## src/hw/rtl/tcp_syn_auth_filter_macros.svh

```systemverilog
// Assertion macros used by the filter back end (tsa_back).
`ifndef TCP_SYN_AUTH_FILTER_MACROS_SVH
`define TCP_SYN_AUTH_FILTER_MACROS_SVH

// Same-cycle implication, disabled during reset.
`define TSA_ASSERT_NOW(label, clk, rst_n, ante, cons, msg) \
  label: assert property (@(posedge clk) disable iff (!rst_n) (ante) |-> (cons)) else $error(msg);

// Next-cycle implication, disabled during reset.
`define TSA_ASSERT_NEXT(label, clk, rst_n, ante, cons, msg) \
  label: assert property (@(posedge clk) disable iff (!rst_n) (ante) |=> (cons)) else $error(msg);

`endif

```

## src/hw/rtl/tsa_pkg.sv

```systemverilog
// Types, constants and sizes shared by the SYN authentication filter.
`default_nettype none

package tsa_pkg;

  localparam int ALLOW_DEPTH = 256;
  localparam int PEND_DEPTH  = 1024;
  localparam int MAX_FRAME   = 2048;
  localparam int FRAME_SLACK = 2;

  localparam int ALLOW_AW  = $clog2(ALLOW_DEPTH);
  localparam int PEND_AW   = $clog2(PEND_DEPTH);
  localparam int CNT_AW    = (ALLOW_AW > PEND_AW) ? ALLOW_AW : PEND_AW;
  localparam int CLR_DEPTH = (ALLOW_DEPTH > PEND_DEPTH) ? ALLOW_DEPTH : PEND_DEPTH;

  localparam int IN_W     = 280;
  localparam int OUT_W    = 168;
  localparam int CFG_AW   = 5;
  localparam int CFG_DW   = 32;

  // register indexes
  localparam logic [2:0] REG_WATCH0 = 3'd0;
  localparam logic [2:0] REG_WATCH1 = 3'd1;
  localparam logic [2:0] REG_WATCH2 = 3'd2;
  localparam logic [2:0] REG_WATCH3 = 3'd3;
  localparam logic [2:0] REG_WCOUNT = 3'd4;
  localparam logic [2:0] REG_ALLOW  = 3'd5;
  localparam logic [2:0] REG_WAIT   = 3'd6;
  localparam logic [2:0] REG_SWEEP  = 3'd7;

  typedef enum logic [1:0] {
    OP_PASS,
    OP_SYN,
    OP_ACK
  } op_t;

  typedef enum logic [1:0] {
    KIND_NONE   = 2'd0,
    KIND_SYNACK = 2'd1,
    KIND_RST    = 2'd2
  } kind_t;

  typedef enum logic [2:0] {
    ST_CLEAR,
    ST_IDLE,
    ST_ASCAN,
    ST_PSCAN,
    ST_DRAIN,
    ST_FINISH
  } state_t;

  typedef struct packed {
    logic [3:0][31:0] watch_addr;
    logic [2:0]       watch_count;
    logic [31:0]      allow_time;
    logic [31:0]      syn_wait_time;
    logic [31:0]      sweep_interval;
  } cfg_t;

  typedef struct packed {
    logic [63:0] now;
    op_t         op;
    logic [63:0] pair;
    logic [31:0] ports;
    logic        flen_ok;
    logic [63:0] exp_syn;
    logic [63:0] exp_allow;
    logic [63:0] next_sweep;
    logic [31:0] seq;
    logic [31:0] seq_inc;
    logic [31:0] ackn;
    logic [31:0] sseq;
  } item_t;

  typedef struct packed {
    logic        pass_to_host;
    kind_t       reply_kind;
    logic [31:0] reply_src_addr;
    logic [31:0] reply_dst_addr;
    logic [15:0] reply_src_port;
    logic [15:0] reply_dst_port;
    logic [31:0] reply_seq;
    logic [31:0] reply_ack;
    logic        table_full;
  } res_t;

  typedef struct packed {
    logic        push;
    logic        full;
  } q_ctl_t;

endpackage

`default_nettype wire

```

## src/hw/rtl/tsa_queue.sv

```systemverilog
// Two-entry queue of classified headers between front and back.
`default_nettype none

module tsa_queue (
  input  wire logic           clk,
  input  wire logic           rst_n,
  input  wire tsa_pkg::q_ctl_t ctl_in,
  output logic                full,
  input  wire tsa_pkg::item_t wdata,
  output logic                valid,
  input  wire logic           pop,
  output tsa_pkg::item_t      rdata
);

  tsa_pkg::item_t mem_r [2];
  logic           wp_r;
  logic           rp_r;
  logic [1:0]     cnt_r;
  logic           wr;

  assign full  = (cnt_r == 2'd2);
  assign valid = (cnt_r != 2'd0);
  assign rdata = mem_r[rp_r];
  assign wr    = ctl_in.push && !ctl_in.full;

  always_ff @(posedge clk) begin
    if (wr) begin
      mem_r[wp_r] <= wdata;
    end
  end

  always_ff @(posedge clk) begin
    if (!rst_n) begin
      wp_r  <= 1'b0;
      rp_r  <= 1'b0;
      cnt_r <= 2'd0;
    end else begin
      if (wr) begin
        wp_r <= !wp_r;
      end
      if (pop) begin
        rp_r <= !rp_r;
      end
      cnt_r <= cnt_r + {1'b0, wr} - {1'b0, pop};
    end
  end

endmodule

`default_nettype wire

```

## config.mk

```make
export PLATFORM = sky130hd
export DESIGN_NAME = tsa_queue
export DESIGN_NICKNAME = d
export VERILOG_FILES = /design/src/hw/rtl/tcp_syn_auth_filter_macros.svh /design/src/hw/rtl/tsa_pkg.sv /design/src/hw/rtl/tsa_queue.sv
export SDC_FILE = /design/constraint.sdc
export NUM_CORES = 1
export LEC_CHECK = 0
export ABC_CLOCK_PERIOD_IN_PS = 84400
export BUFFER_PORTS_ARGS = -buffer_cell sky130_fd_sc_hd__buf_2
export CORE_AREA = 2 2 382 384
export CTS_BUF_LIST = sky130_fd_sc_hd__clkbuf_4 sky130_fd_sc_hd__clkbuf_8
export CTS_CLUSTER_DIAMETER = 100
export DETAILED_ROUTE_END_ITERATION = 12
export DIE_AREA = 0 0 384 386
export GPL_TIMING_DRIVEN = 0
export PLACE_DENSITY_LB_ADDON = 0.25
export SYNTH_ARGS = -nofsm -noshare
export SYNTH_HDL_FRONTEND = slang
export SYNTH_SLANG_ARGS = --single-unit
```

## constraint.sdc

```tcl
create_clock -name clk -period 84.4 [get_ports clk]
set_clock_uncertainty 0.05 [all_clocks]
set_input_delay 25.32 -clock clk [delete_from_list [all_inputs] [get_ports clk]]
set_output_delay 25.32 -clock clk [all_outputs]
set_load 0.005 [all_outputs]
```

# Word level (Yosys, flattened, before mapping)
# Memory sizes are Yosys's and may differ from the RTL's. A register that Yosys moved wholly into a read port is not among the register bits.
# Index checks and enable logic that the tools add are counted.
[word_totals]
mem_bits_rw = 966
wordCells = 16
n_memories = 1
out_inout_bits = 485
rom_bits = 0
latch_bits = 0
input_bits = 488
regBits = 4
[classes]
eq_ne = 1
mul = 0
n_reduce_logical = 5
addsub = 2
order_cmp = 0
n_bitwise = 0
mux = 4
div_mod_pow = 0
shift = 0
[mem_list]
columns = ["memory", "words", "word_bits", "rd", "rd_clocked_by_memory_dff", "wr", "line_no", "rtl"]
rows = [
  ["mem_r", 2, 483, 1, 1, 1, "tsa_queue.sv:15", "tsa_pkg::item_t mem_r [2];"],
]
[op_table]
columns = ["cell", "n"]
rows = [
  ["$mux 1", 4],
  ["$logic_not 1->1", 3],
  ["$add 2x1->2", 1],
  ["$eq 2x2->1 const B", 1],
  ["$reduce_bool 2->1", 1],
  ["$sub 2x1->2", 1],
  ["$logic_and 1x1->1", 1],
]

# Depth between registers and ports, before layout
[logic_depth]
ltp_word = 4
mapped_depth = 6
ltp_nobuf = 6

# Worst setup path after synthesis
# Ideal clock, no wire load.
[synth_path]
path_type = "input to register"
from = "input ctl_in[0] (netlist bit)"
to = "register wp_r"
setup_ns = 0.153
t_arrival_ns = 46.925
path_stages = 3
n_path_buf = 0
required_time_ns = 84.197
setup_slack_ns = 37.272
path_cell_list = "nand2b_1 nor2_1 o21a_1"
[synth_via]
elab_chain_cells = 2
[synth_lines]
columns = ["item", "line_no", "rtl"]
rows = [
  ["start: declaration", "tsa_queue.sv:7", "input wire tsa_pkg::q_ctl_t ctl_in,"],
  ["$logic_not 1->1", "tsa_queue.sv:24", "assign wr = ctl_in.push && !ctl_in.full;"],
  ["$logic_and 1x1->1", "tsa_queue.sv:24", ""],
  ["end signal: assignment", "tsa_queue.sv:39", "wp_r <= !wp_r;"],
  ["end: declaration", "tsa_queue.sv:16", "logic wp_r;"],
]
# No other way between the ends.
# A chain may end at the register's enable or synchronous reset.

==> reports/summary.txt <==
Status = finished clean
Worst slew margin = 39.8%
Iteration-0 DRC count of the detailed router = 802
Clock Power Share = 39.2%
Drt wl/cell = 21.2 um
Layout area overhead = 30.9%
Net Sw Frac = 22.7%
Sequential area share after synthesis = 77.7%
I/O Pins = 973
Worst hold path startpoint = rp_r
Yosys reg bits = 971
Power per cell area = 22.6 mW/mm2
FFs w/ async S/R, synth = 0%
Worst Hold Class = reg -> reg
Commonest non-fill, non-tap cell in the layout = buf_2
Remaining Overflow, GRT = 0
Most frequent CP cell = buf_2
Clock tree buffer depth = 3
Hold_buf cts = 0
Vias = 18912
Tmin final = 27840 ps
FMAX = 35.9 MHz
Clk_lat worst skew = 850 ps
Design Power = 1.11 mW
Main flop type after synthesis = edfxtp_1
Worst r2r src = wp_r
Syn avg cell area = 24.5 um2
First-pass GRT wire length = 137 mm
Syn nets = 2015
Total CTS buffers = 172
Commonest cells after routing, fill and taps aside = 973 x buf_2, 966 x edfxtp_1, 470 x mux2_4, 177 x clkbuf_8, 76 x buf_12
Leakage = 19.0 nW
Top delay family on crit path = buffers and inverters
Reg-to-reg endpoint = mem_r[1][163]
Max stage delay on crit path = 440 ps
DR pass1 iterations = 4
Initial antenna violation count = 51
Crit start category = flop
Kind of critical path = reg -> out
Post-CTS sizing = 0
Buffer and inverter count on the worst path = 3
Hold Vio Cnt, Final = 0
Via-to-Cell Ratio = 3.96
Post-CTS setup buffer count = 0
Die Width = 384 um
Post-synth EDFFs = 966
R2R Setup Slk = 81540 ps
# H-tree levels = 4
Synth warn = 0
Peak VDD IR = 0.0145 mV
Buffers on Ports = 972
Net switching power = 251 uW
Layout cell share with drive strength beyond 1 = 64.1%
Critical path's slowest cell = mux2_2
ANT nets after route = 0
Nets@finish = 3200
MaxCap Viol Count = 0
Crit. End Element = primary output
Largest net degree at the start of global routing = 30
Die Y = 386 um
Syn Inst Count = 1526
Initial Util = 25.9%
Root cell of the clock tree = clkbuf_8
Internal power = 856 uW
Gpl congestion = 0.765
Mapped Area = 0.0374 mm2
Core ar. = 0.145 mm2
DIE AREA = 0.148 mm2
Hpwl dp = 75.5 mm
Slew Limit Fails = 0
TNS Setup = 0 ps
GRT Overall Usage = 13.1%
Min-Delay Path Depth = 2
Critical-path maximum fanout = 10
Cell variety after synth = 21
Crit share post-route = 33.0%
RSZ-0062 raised after global routing = false
CTS Sinks = 971
Cell Chain, Critical Path = buf_6 > buf_2 > mux2_2 > buf_2
Vias in the first global route = 19664
Worst-margin pin slew = 900 ps
Cell Rows = 140
Worst-path clk slew = 60 ps
Final setup viols = 0
CTS tree = built
# DRC = 0
R2R cell count = 8
CP arrival = 2470 ps
CP required = 59030 ps
Sequential fraction of design power = 49.8%
Drt total wl = 101 mm
Logic pwr share = 11.0%
[kinds of logic (layout without fill, tap and decap cells)]
family	after synthesis	count (layout)	synth area share [%]
DFF	971	971	77.7
muxes	483	483	19.2
buffers and inverters	55	1367	2.73
and+or+nand+nor	11	11	0.174
xor gates and xnor gates	3	3	0.0702
AOI/OAI and AO/OA	2	2	0.0334
adders and majority gates	1	1	0.0334
other	0	16	0
[sequential cells by signal, indices dropped and copies added, names as in the netlist, named ones only]
signal,count
mem_r,966
cnt_r,2
rp_r,1
wp_r,1
[tightest hold or removal path: stages (launching register included)]
cell     delay, ps
dfxtp_1        330
xor2_1          70
and2_1         140
[per-stage QoR]
stage	utilization (%)	hold WS [ps]	cell area [um2]	instances	setup slack, ps
floorplan	-	500	37400	1526	37270
global placement	30.9	519	44700	4415	21400
detailed placement	31.5	521	45600	4454	56180
CTS	33.9	541	49000	4755	56310
global route	33.9	571	49000	4765	56370
finish	33.9	536	49000	4771	56560
[layout make-up]
cell class              instances  area (um2)
plain buffers                  54        1020
flip-flops and latches        971       29100
repair buffers               1011        5700
well taps                    1917        2400
diodes                         16        40.0
clock buffers                 241        2920
fillers                     14005       95500
multi-input cells             500        7330
clock inverters                60         490
inverters                       1        3.75
[cells in the mapped netlist (2+ instances only)]
| cell type | number | share of area (%) |
|---|---|---|
| dfxtp_1 | 5 | 0.27 |
| xor2_1 | 2 | 0.047 |
| edfxtp_1 | 966 | 77 |
| and2_1 | 4 | 0.067 |
| mux2_2 | 13 | 0.39 |
| mux2_4 | 470 | 19 |
| buf_12 | 44 | 2.4 |
| buf_8 | 8 | 0.32 |
| nor2_1 | 2 | 0.020 |
[routing by layer]
layer,vias to the layer above,GRT usage (%),wire (um)
met2,759,22.7,52100
met3,214,6.71,10300
li1,8570,-,-
met4,46,4.60,2560
met1,9323,13.4,36000
met5,-,0,276
[worst max path at each step]
stage	depth (start not counted)	slack [ps]	startpoint	endpoint
6_report	4	56560	flop	rdata[4]
5_1_grt	4	56370	flop	rdata[4]
4_1_cts	4	56310	flop	rdata[4]
3_5_place_dp	9	56180	ctl_in[0]	mem_r[1][157]
3_3_place_gp	4	21400	ctl_in[0]	wp_r
2_1_floorplan	3	37270	ctl_in[0]	wp_r
[power groups by stage]
| stage | registers (mW) | clock network (mW) | logic [mW] |
|---|---|---|---|
| CTS | 0.552 | 0.452 | 0.125 |
| global placement | 0.583 | 0 | 0.120 |
| detailed placement | 0.561 | 0 | 0.124 |
| finish | 0.551 | 0.434 | 0.121 |
| global route | 0.552 | 0.472 | 0.130 |
| floorplan | 0.573 | 0 | 0.0666 |
No activity file was read; power rests on OpenSTA's default activity.
