===== src/hw/rtl/tcp_syn_auth_filter_macros.svh =====
// Assertion macros used by the filter back end (tsa_back).
`ifndef TCP_SYN_AUTH_FILTER_MACROS_SVH
`define TCP_SYN_AUTH_FILTER_MACROS_SVH

// Same-cycle implication, disabled during reset.
`define TSA_ASSERT_NOW(label, clk, rst_n, ante, cons, msg) \
  label: assert property (@(posedge clk) disable iff (!rst_n) (ante) |-> (cons)) else $error(msg);

// Next-cycle implication, disabled during reset.
`define TSA_ASSERT_NEXT(label, clk, rst_n, ante, cons, msg) \
  label: assert property (@(posedge clk) disable iff (!rst_n) (ante) |=> (cons)) else $error(msg);

`endif


===== src/hw/rtl/tsa_pkg.sv =====
// Types, constants and sizes shared by the SYN authentication filter.
`default_nettype none

package tsa_pkg;

  localparam int ALLOW_DEPTH = 256;
  localparam int PEND_DEPTH  = 1024;
  localparam int MAX_FRAME   = 2048;
  localparam int FRAME_SLACK = 2;

  localparam int ALLOW_AW  = $clog2(ALLOW_DEPTH);
  localparam int PEND_AW   = $clog2(PEND_DEPTH);
  localparam int CNT_AW    = (ALLOW_AW > PEND_AW) ? ALLOW_AW : PEND_AW;
  localparam int CLR_DEPTH = (ALLOW_DEPTH > PEND_DEPTH) ? ALLOW_DEPTH : PEND_DEPTH;

  localparam int IN_W     = 280;
  localparam int OUT_W    = 168;
  localparam int CFG_AW   = 5;
  localparam int CFG_DW   = 32;

  // register indexes
  localparam logic [2:0] REG_WATCH0 = 3'd0;
  localparam logic [2:0] REG_WATCH1 = 3'd1;
  localparam logic [2:0] REG_WATCH2 = 3'd2;
  localparam logic [2:0] REG_WATCH3 = 3'd3;
  localparam logic [2:0] REG_WCOUNT = 3'd4;
  localparam logic [2:0] REG_ALLOW  = 3'd5;
  localparam logic [2:0] REG_WAIT   = 3'd6;
  localparam logic [2:0] REG_SWEEP  = 3'd7;

  typedef enum logic [1:0] {
    OP_PASS,
    OP_SYN,
    OP_ACK
  } op_t;

  typedef enum logic [1:0] {
    KIND_NONE   = 2'd0,
    KIND_SYNACK = 2'd1,
    KIND_RST    = 2'd2
  } kind_t;

  typedef enum logic [2:0] {
    ST_CLEAR,
    ST_IDLE,
    ST_ASCAN,
    ST_PSCAN,
    ST_DRAIN,
    ST_FINISH
  } state_t;

  typedef struct packed {
    logic [3:0][31:0] watch_addr;
    logic [2:0]       watch_count;
    logic [31:0]      allow_time;
    logic [31:0]      syn_wait_time;
    logic [31:0]      sweep_interval;
  } cfg_t;

  typedef struct packed {
    logic [63:0] now;
    op_t         op;
    logic [63:0] pair;
    logic [31:0] ports;
    logic        flen_ok;
    logic [63:0] exp_syn;
    logic [63:0] exp_allow;
    logic [63:0] next_sweep;
    logic [31:0] seq;
    logic [31:0] seq_inc;
    logic [31:0] ackn;
    logic [31:0] sseq;
  } item_t;

  typedef struct packed {
    logic        pass_to_host;
    kind_t       reply_kind;
    logic [31:0] reply_src_addr;
    logic [31:0] reply_dst_addr;
    logic [15:0] reply_src_port;
    logic [15:0] reply_dst_port;
    logic [31:0] reply_seq;
    logic [31:0] reply_ack;
    logic        table_full;
  } res_t;

  typedef struct packed {
    logic        push;
    logic        full;
  } q_ctl_t;

endpackage

`default_nettype wire


===== src/hw/rtl/tsa_front.sv =====
// Front end: unpacks a header beat, classifies it and precomputes expiry times.
`default_nettype none

module tsa_front (
  input  wire logic                   clk,
  input  wire logic                   rst_n,
  input  wire logic                   in_tvalid,
  output logic                        in_tready,
  input  wire logic [tsa_pkg::IN_W-1:0] in_tdata,
  input  wire tsa_pkg::cfg_t          cfg,
  input  wire logic                   q_full,
  output logic                        q_push,
  output tsa_pkg::item_t              q_wdata
);

  logic [63:0] now;
  logic        is_tcp;
  logic [31:0] src_addr;
  logic [31:0] dst_addr;
  logic [15:0] src_port;
  logic [15:0] dst_port;
  logic        syn_flag;
  logic        ack_flag;
  logic [31:0] seq_num;
  logic [31:0] ack_num;
  logic [31:0] server_seq;
  logic [15:0] frame_length;
  logic [3:0]  hit;
  logic        watched;
  logic        busy_r;

  function automatic logic [63:0] sat_add(input logic [63:0] a, input logic [31:0] b);
    logic [64:0] s;
    s = {1'b0, a} + {33'd0, b};
    return s[64] ? {64{1'b1}} : s[63:0];
  endfunction

  assign now          = in_tdata[63:0];
  assign is_tcp       = in_tdata[64];
  assign src_addr     = in_tdata[96:65];
  assign dst_addr     = in_tdata[128:97];
  assign src_port     = in_tdata[144:129];
  assign dst_port     = in_tdata[160:145];
  assign syn_flag     = in_tdata[161];
  assign ack_flag     = in_tdata[162];
  assign seq_num      = in_tdata[194:163];
  assign ack_num      = in_tdata[226:195];
  assign server_seq   = in_tdata[258:227];
  assign frame_length = in_tdata[274:259];

  // a count above four enables all four slots
  always_comb begin
    for (int i = 0; i < 4; i++) begin
      hit[i] = (cfg.watch_count > 3'(i)) && (cfg.watch_addr[i] == dst_addr);
    end
  end
  assign watched = |hit;

  // holds off the first beat during reset and in the cycle after reset is released
  always_ff @(posedge clk) begin
    if (!rst_n) begin
      busy_r <= 1'b1;
    end else begin
      busy_r <= 1'b0;
    end
  end

  assign in_tready = !q_full && !busy_r;
  assign q_push    = in_tvalid && in_tready;

  always_comb begin
    q_wdata            = '0;
    q_wdata.now        = now;
    q_wdata.op         = tsa_pkg::OP_PASS;
    if (is_tcp && watched) begin
      if (syn_flag && !ack_flag) begin
        q_wdata.op = tsa_pkg::OP_SYN;
      end else if (!syn_flag && ack_flag) begin
        q_wdata.op = tsa_pkg::OP_ACK;
      end
    end
    q_wdata.pair       = {src_addr, dst_addr};
    q_wdata.ports      = {src_port, dst_port};
    q_wdata.flen_ok    = {1'b0, frame_length} <= 17'(tsa_pkg::MAX_FRAME - tsa_pkg::FRAME_SLACK);
    q_wdata.exp_syn    = sat_add(now, cfg.syn_wait_time);
    q_wdata.exp_allow  = sat_add(now, cfg.allow_time);
    q_wdata.next_sweep = sat_add(now, cfg.sweep_interval);
    q_wdata.seq        = seq_num;
    q_wdata.seq_inc    = seq_num + 32'd1;
    q_wdata.ackn       = ack_num;
    q_wdata.sseq       = server_seq;
  end

endmodule

`default_nettype wire


===== config.mk =====
export PLATFORM = sky130hd
export DESIGN_NAME = tsa_front
export DESIGN_NICKNAME = d
export VERILOG_FILES = /design/src/hw/rtl/tcp_syn_auth_filter_macros.svh /design/src/hw/rtl/tsa_pkg.sv /design/src/hw/rtl/tsa_front.sv
export SDC_FILE = /design/constraint.sdc
export NUM_CORES = 1
export LEC_CHECK = 0
export BUFFER_PORTS_ARGS = -buffer_cell sky130_fd_sc_hd__buf_2
export CAP_MARGIN = 20
export CORE_AREA = 2 2 393 395
export DETAILED_ROUTE_END_ITERATION = 12
export DIE_AREA = 0 0 395 397
export PLACE_DENSITY_LB_ADDON = 0.2
export RECOVER_POWER = 100
export SYNTH_ARGS = -nofsm -noshare
export SYNTH_HDL_FRONTEND = slang
export SYNTH_SLANG_ARGS = --single-unit

===== constraint.sdc =====
create_clock -name clk -period 5.3 [get_ports clk]
set_clock_uncertainty 0.1 [all_clocks]
set_input_delay 1.06 -clock clk [delete_from_list [all_inputs] [get_ports clk]]
set_output_delay 1.06 -clock clk [all_outputs]
set_load 0.05 [all_outputs]

Yosys cells after proc, flatten, opt, wreduce, memory -nomap -nowiden

Cells that the tools add are included.

Mux-type cells: 7
$add $sub $neg: 4
Reduce and logical (&&, ||, !) cells: 14
Magnitude comparators: 5
Equal/unequal tests: 4

Operators with widths:

| cell                                                             | number |
|---|---|
| adder 64 x 32 -> 65 bit                                          | 3 |
| 2-to-1 mux 64 bit                                                | 3 |
| == test 32 bit                                                   | 4 |
| adder 32 x 1 -> 32 bit, second input constant                    | 1 |
| less-or-equal comparator 16 x 11 -> 1 bit, second input constant | 1 |
| logical AND 1 bit                                                | 9 |
| > comparator 3 x 1 -> 1 bit, second input constant               | 2 |
| > comparator 3 x 2 -> 1 bit, second input constant               | 2 |
| 2-to-1 mux 2 bit                                                 | 3 |
| logical NOT 1 bit                                                | 4 |
| OR reduction 4 bit                                               | 1 |
| 2-to-1 mux 1 bit                                                 | 1 |

Output and inout port bits: 485
Bits of input ports: 511
Bits in registers: 1

Depth between registers and ports, before layout

Gate-level depths: netlist of run 1.

Depth in word-level cells: 5
Mapped depth: 14
Depth with buffers taken out: 11

Worst setup path before layout of run 1

Ideal clock, no wire load.

Path type: input-to-output
Start point: input port in_tdata[0] (netlist name)
End point: output port q_wdata[252] (netlist name)
Cell stages on the path: 13
Data required time: 4140 ps
Arrival time: 4391 ps
Path slack: -251 ps
Path through: ha_1 > fa_1 > a211oi_2 > o211ai_1 > a41oi_2 > a211oi_1 > a311o_1 > a21o_1 > buf_6 > and2_4 > buf_6 > buf_6 > a31oi_1

RTL lines:

| item        | RTL line        | source |
|---|---|---|
| from (decl) | tsa_front.sv:9  | `input wire logic [tsa_pkg::IN_W-1:0] in_tdata,` |
| to (decl)   | tsa_front.sv:13 | `output tsa_pkg::item_t q_wdata` |

==> results of run 1 <==
[per-layer routing]
layer	vias up	track usage (%)	wire, um
met5	-	0	336
met4	52	3.56	3830
met3	182	4.02	8250
met2	649	23.1	52700
met1	7283	11.8	34600
li1	7444	-	-
[kinds of logic after synthesis]
family | count (synthesis) | share of synthesized area, %
muxes | 6 | 0.584
adders and majority gates | 100 | 11.0
AOI/OAI and AO/OA | 462 | 24.9
buffers and inverters | 375 | 21.0
DFF | 1 | 0.173
xor gates and xnor gates | 243 | 18.4
and+or+nand+nor | 549 | 23.9
[cell type report]
| cell class | instances | area (um^2) | share of cell area, % |
|---|---|---|---|
| multi-input combinational | 1360 | 11100 | 48.7 |
| timing repair buffer | 1105 | 8960 | 39.4 |
| tap | 2044 | 2560 | 11.2 |
| inverter | 27 | 101 | 0.446 |
| sequential | 1 | 20.0 | 0.0880 |
| antenna | 7 | 17.5 | 0.0770 |
[stage by stage]
stage	cells	power (mW)	TNS [ns]	hold slack (ns)
floorplan	1736	2.15	-2.17	1.02
global placement	4494	3.45	-76.45	1.11
detailed placement	4494	3.44	-76.74	1.11
CTS	4531	3.66	-5.67	1.11
global route	4539	4.01	-7.73	1.12
finish	4544	3.79	-0.133	1.11
[cells in the mapped netlist, drive strengths merged (2+ instances only)]
master	count	share of area, %
a221oi	3	0.23
nand3	54	2.3
or2	4	0.22
a21boi	5	0.32
o41ai	2	0.15
a21o	49	3.2
nand2	184	6.0
mux2	6	0.58
a311o	2	0.17
a211o	2	0.15
o21ai	86	3.8
fa	3	0.52
a21oi	176	7.6
and2	26	1.4
clkbuf	61	2.0
a211oi	24	1.6
o211ai	8	0.52
inv	27	0.88
nor3b	6	0.48
ha	97	10
xnor2	179	14
a311oi	3	0.38
and3	50	2.7
and4	19	1.4
a2111oi	2	0.15
o21bai	8	0.52
nand3b	2	0.13
nor4	17	0.92
o21a	17	1.1
nand2b	16	0.86
a31o	2	0.15
or3	7	0.42
a31oi	45	2.4
nand4	48	2.6
nor2b	11	0.59
xor2	64	4.8
nor3	16	0.74
buf	287	18
nor2	86	2.8
o31ai	5	0.44
a41oi	8	0.67
o311ai	2	0.15
o2111ai	2	0.15
[where the power goes]
group	internal, mW	switching, mW	total (mW)
Clock	0.000000131	0	0.000000131
Sequential	0.00809	0.000116	0.00821
Combinational	1.49	2.30	3.78
Total	1.50	2.30	3.79
[worst paths after layout]
| check | startpoint | endpoint | slack [ns] | depth (start not counted) |
|---|---|---|---|---|
| max | in_tdata[11] | q_wdata[185] | -0.04 | 17 |
| min | rst_n | busy_r$_DFF_P_ | 1.11 | 2 |
[timing repair]
item                       4_1_cts  5_1_grt
cloned                           7        5
buffers inserted                34       10
gates resized for setup        310      275
setup endpoints to repair      192      155
pin swaps                       60       94
==> run summary, run 1 <==
Routed wire length: 99.8 mm
Post-synthesis sequential area ratio: 0.173%
Routability Congestion: 0.859
Average size of a mapped cell: 6.67 um^2
Post-route cell area: 22700 um^2
Synth cell types: 76
Via count: 15600
Critical-path maximum fanout: 5
Commonest non-fill, non-tap cell in the layout: buf_2
DRC marker count from the first detailed-route iteration: 595
Number of global-route vias before repair: 15700
Cts hold-fix bufs: 0
Static Leak: 9.87 nW
Top Registers: busy_r (1)
Post-Synthesis Net Count: 2347
Ys flop type: dfxtp_1
Violated checks: negative setup slack
Critical path type: input port to output pin
Initial antenna violation count: 51
# Max-Cap Violations: 0
Drt drc: 0
Gr ovfl total: 0
Die W: 395 um
Synthesized netlist cell count: 1736
Chip height: 397 um
Crit path max-delay family: simple AND/OR/NAND/NOR gates
Layout cell share with drive strength beyond 1: 55.3%
Crit path time final: 5.34 ns
Part of the cycle the worst path needs: 101%
Startpoint types: input port
Hpwl dp: 89.8 mm
Area grow syn2layout: 96.5%
FP Rows: 144
Core box area: 153000 um^2
Worst path arrival time: 4.18 ns
Fmax: 187 MHz
I/O Buffers: 734
Fin nets: 3106
Largest net degree at the start of global routing: 22
Initial Utilization: 7.57%
Top reg by flops: busy_r
Final setup viols: 6
Max stage delay on crit path: 0.40 ns
CP required: 4.14 ns
Final Hold Viols: 0
YS warnings: 0
Routed vias/inst: 3.44
Status: finished, violations left
Slew @ Worst Pin: 1.03 ns
Fraction of registers with async set/reset: 0%
Largest register FFs: 1
Final Slew Violations: 0
Buf/Inv on CP: 7
Placed cell area: 19600 um^2
Io pins: 996
DR WL/cell: 22.0 um
Crit. End Element: output pin
Crit path cell chain: buf_2 > ha_1 > buf_4 > nand3_1 > nand2_1 > nand2_1 > a31oi_4 > buf_6 > o211ai_1 > and4b_2 > buf_6 > or3_4 > buf_12 > buf_16 > and4_1 > nor2_2 > buf_12
Routed Antenna Nets: 0
Type of the most critical hold path: input port to flip-flop
Most frequent cells in the layout: buf_2, buf_4, xnor2_1
Global-route wire length before repair: 130 mm
Final Util: 14.9%
Cell Area, Synth: 11600 um^2
1st-pass router iterations: 5
Pwr dens: 167 nW/um^2
Die area: 157000 um^2
Worst path slowest cell: or3_4
Number of flops mapped to enable cells by yosys: 0
Worst slew margin: 31.0%
Gr usage total: 11.9%
Register bit total from synthesis: 1
Final setup margin: -0.0382 ns
Clock Pin Slew Worst Setup and Hold Paths: 0 ns
Pre-CTS WS: -0.662 ns
Worst IR drop on VDD: 0.0000882 V
Unrepaired setup endpoints after global routing: true
Fillers: 17700
No activity file was read; power rests on OpenSTA's default activity.
==> inputs of run 2 (changes only) <==
--- a/config.mk
+++ b/config.mk
@@ -5,11 +5,12 @@
 export SDC_FILE = /design/constraint.sdc
 export NUM_CORES = 1
 export LEC_CHECK = 0
+export ABC_AREA = 1
 export BUFFER_PORTS_ARGS = -buffer_cell sky130_fd_sc_hd__buf_2
 export CAP_MARGIN = 20
-export CORE_AREA = 2 2 393 395
+export CORE_AREA = 2 2 389 391
 export DETAILED_ROUTE_END_ITERATION = 12
-export DIE_AREA = 0 0 395 397
+export DIE_AREA = 0 0 391 393
 export PLACE_DENSITY_LB_ADDON = 0.2
 export RECOVER_POWER = 100
 export SYNTH_ARGS = -nofsm -noshare
==> run summary, run 2 <==
Slew @ Worst Pin: 0.933 ns
Resize count post-CTS: 0
Average size of a mapped cell: 4.86 um^2
Type of the most critical hold path: input port to flip-flop
Post-CTS setup buffers: 0
DR WL/cell: 24.0 um
Gr busiest metal: met2
Largest register FFs: 1
Fillers: 18200
Status: complete, no violations
YS warnings: 0
1st-pass router iterations: 5
# Max-Cap Violations: 0
Routed vias/inst: 3.81
P_int: 0.726 mW
Io pins: 996
Routed Antenna Nets: 0
Worst slew margin: 38.0%
Area grow syn2layout: 28.1%
Crit path time final: 5.13 ns
Gr usage total: 17.3%
DRC marker count from the first detailed-route iteration: 1223
Power share of the combinational group: 99.7%
Critical-path maximum fanout: 5
Compound-cell area share of the yosys netlist: 6.22%
Initial Utilization: 10.8%
Register area: 20.0 um^2
Fraction of registers with async set/reset: 0%
Post-Synthesis Net Count: 3935
Top post-synthesis cells by area: nand2_1, inv_1, buf_4, nand3_1, nor2_1
Xor/xnor share of the synthesized area: 8.13%
Simple-gate share of the synthesized area: 51.4%
Static Leak: 12.2 nW
Chip height: 393 um
Crit. End Element: output pin
Global-route wire length before repair: 181 mm
Most frequent cells in the layout: nand2_1, inv_1, buf_2
Top reg by flops: busy_r
Register bit total from synthesis: 1
Max stage delay on crit path: 0.47 ns
Worst path arrival time: 3.97 ns
Final setup viols: 0
Drt drc: 0
CP startpoint: in_tdata[0]
Routability Congestion: 0.960
Initial antenna violation count: 37
Final Util: 13.9%
Commonest non-fill, non-tap cell in the layout: nand2_1
Post-synthesis sequential area ratio: 0.124%
Buf/Inv on CP: 3
FP Rows: 142
Sw Ratio: 77.4%
Largest net degree at the start of global routing: 39
Hpwl dp: 129 mm
Hold slack: 1.13 ns
Worst IR drop on VDD: 0.000107 V
Number of flops mapped to enable cells by yosys: 0
Ys flop type: dfxtp_1
Fmax: 195 MHz
Fin nets: 4476
Pwr Total: 3.22 mW
I/O Buffers: 734
Met2 Use GR: 34.8%
Met1 capacity usage during global routing: 18.5%
CP required: 4.14 ns
Setup TNS: 0 ns
Crit path cell chain: buf_2 > ha_1 > fa_1 > nand3_1 > nand3_1 > nand2_1 > nand2_1 > nand3_1 > nand3_1 > nand2_1 > nand2_1 > nand2_2 > buf_4 > nand3_1 > clkbuf_2
Final Hold Viols: 0
Die W: 391 um
Cell Area, Synth: 16200 um^2
Largest family of logic cells by synthesized area: simple AND/OR/NAND/NOR gates
Crit path max-delay family: simple AND/OR/NAND/NOR gates
Most common cell in the synthesized netlist: nand2_1
Share of the synthesized area in the top cell type: 30.3%
Area of the multi-input gates: 11900 um^2
Multiplexer share of the synthesized area: 0%
Most frequent CP cell: nand3_1
Unrepaired setup endpoints after global routing: false
Register share of total power: 0.3%
Critical path type: input port to output pin
Synth cell types: 41
Layout cell share with drive strength beyond 1: 16.8%
Pwr dens: 155 nW/um^2
Number of global-route vias before repair: 21800
Top Registers: busy_r (1)
Routed wire length: 140 mm
Clock Pin Slew Worst Setup and Hold Paths: 0 ns
Met3 Use GR: 2.68%
Via count: 22200
Psw: 2.49 mW
Cts hold-fix bufs: 0
Startpoint types: input port
Leading area contributor after synthesis: nand2_1
Core box area: 149000 um^2
Synthesized netlist cell count: 3324
Clk pwr share: 0%
Part of the cycle the worst path needs: 96.8%
Post-synth top cells: nand2_1, inv_1, nor2_1
Gr ovfl total: 0
Min-delay src: rst_n
Final Slew Violations: 0
Post-synthesis adder-cell area fraction: 7.88%
Die area: 154000 um^2
Worst path slowest cell: fa_1
run 2: changes by cell type after synthesis, sizes merged, moves of 87 or more:
cell	previous run	this run
a21oi	176	89
inv	27	574
nand2	184	1313
nand3	54	277
nor2	86	345
xnor2	179	41
run 2: per-stage QoR:
stage	cells	setup WS [ns]	area [um^2]
2_1_floorplan	3324	0.906	16200
3_3_place_gp	5807	0.175	21000
3_5_place_dp	5807	0.180	21000
4_1_cts	5807	0.182	21000
5_1_grt	5810	0.0354	20700
6_report	5814	0.171	20700
run 2: cell type report:
cell class | instances | share of cell area (%)
repair buffers | 816 | 20.1
multi-input cells | 2471 | 57.5
well taps | 1944 | 11.8
flip-flops and latches | 1 | 0.0968
inverters | 575 | 10.4
diodes | 7 | 0.0847
run 2: path summary, 6_finish.rpt:
check	to	slack (ns)	cells after the start
worst max-delay path	q_wdata[163]	0.17	15
worst min-delay path	busy_r$_DFF_P_	1.13	2
run 2: metal layers:
layer,share of wire (%),up-vias
met4,2.7,34
met3,5.2,147
met2,54,811
li1,-,11000
met1,38,10200
met5,0.16,-
run 2: power groups by stage:
stage               Sequential [mW]  Combinational, mW     Clock, mW
floorplan                   0.00825               2.25             0
global placement            0.00828               3.30             0
detailed placement          0.00831               3.29             0
CTS                         0.00831               3.30             0
global route                0.00836               3.42  0.0000000766
finish                      0.00831               3.21   0.000000172
run 2: cell families (layout without fill, tap and decap cells):
kind of cell,after synthesis,in the layout
XOR/XNOR,150,150
other,0,7
AND/OR/NAND/NOR,2038,2038
AO/OA/AOI/OAI,183,183
adder cells (fa/ha/maj),100,100
buffers and inverters,852,1391
flip-flops,1,1
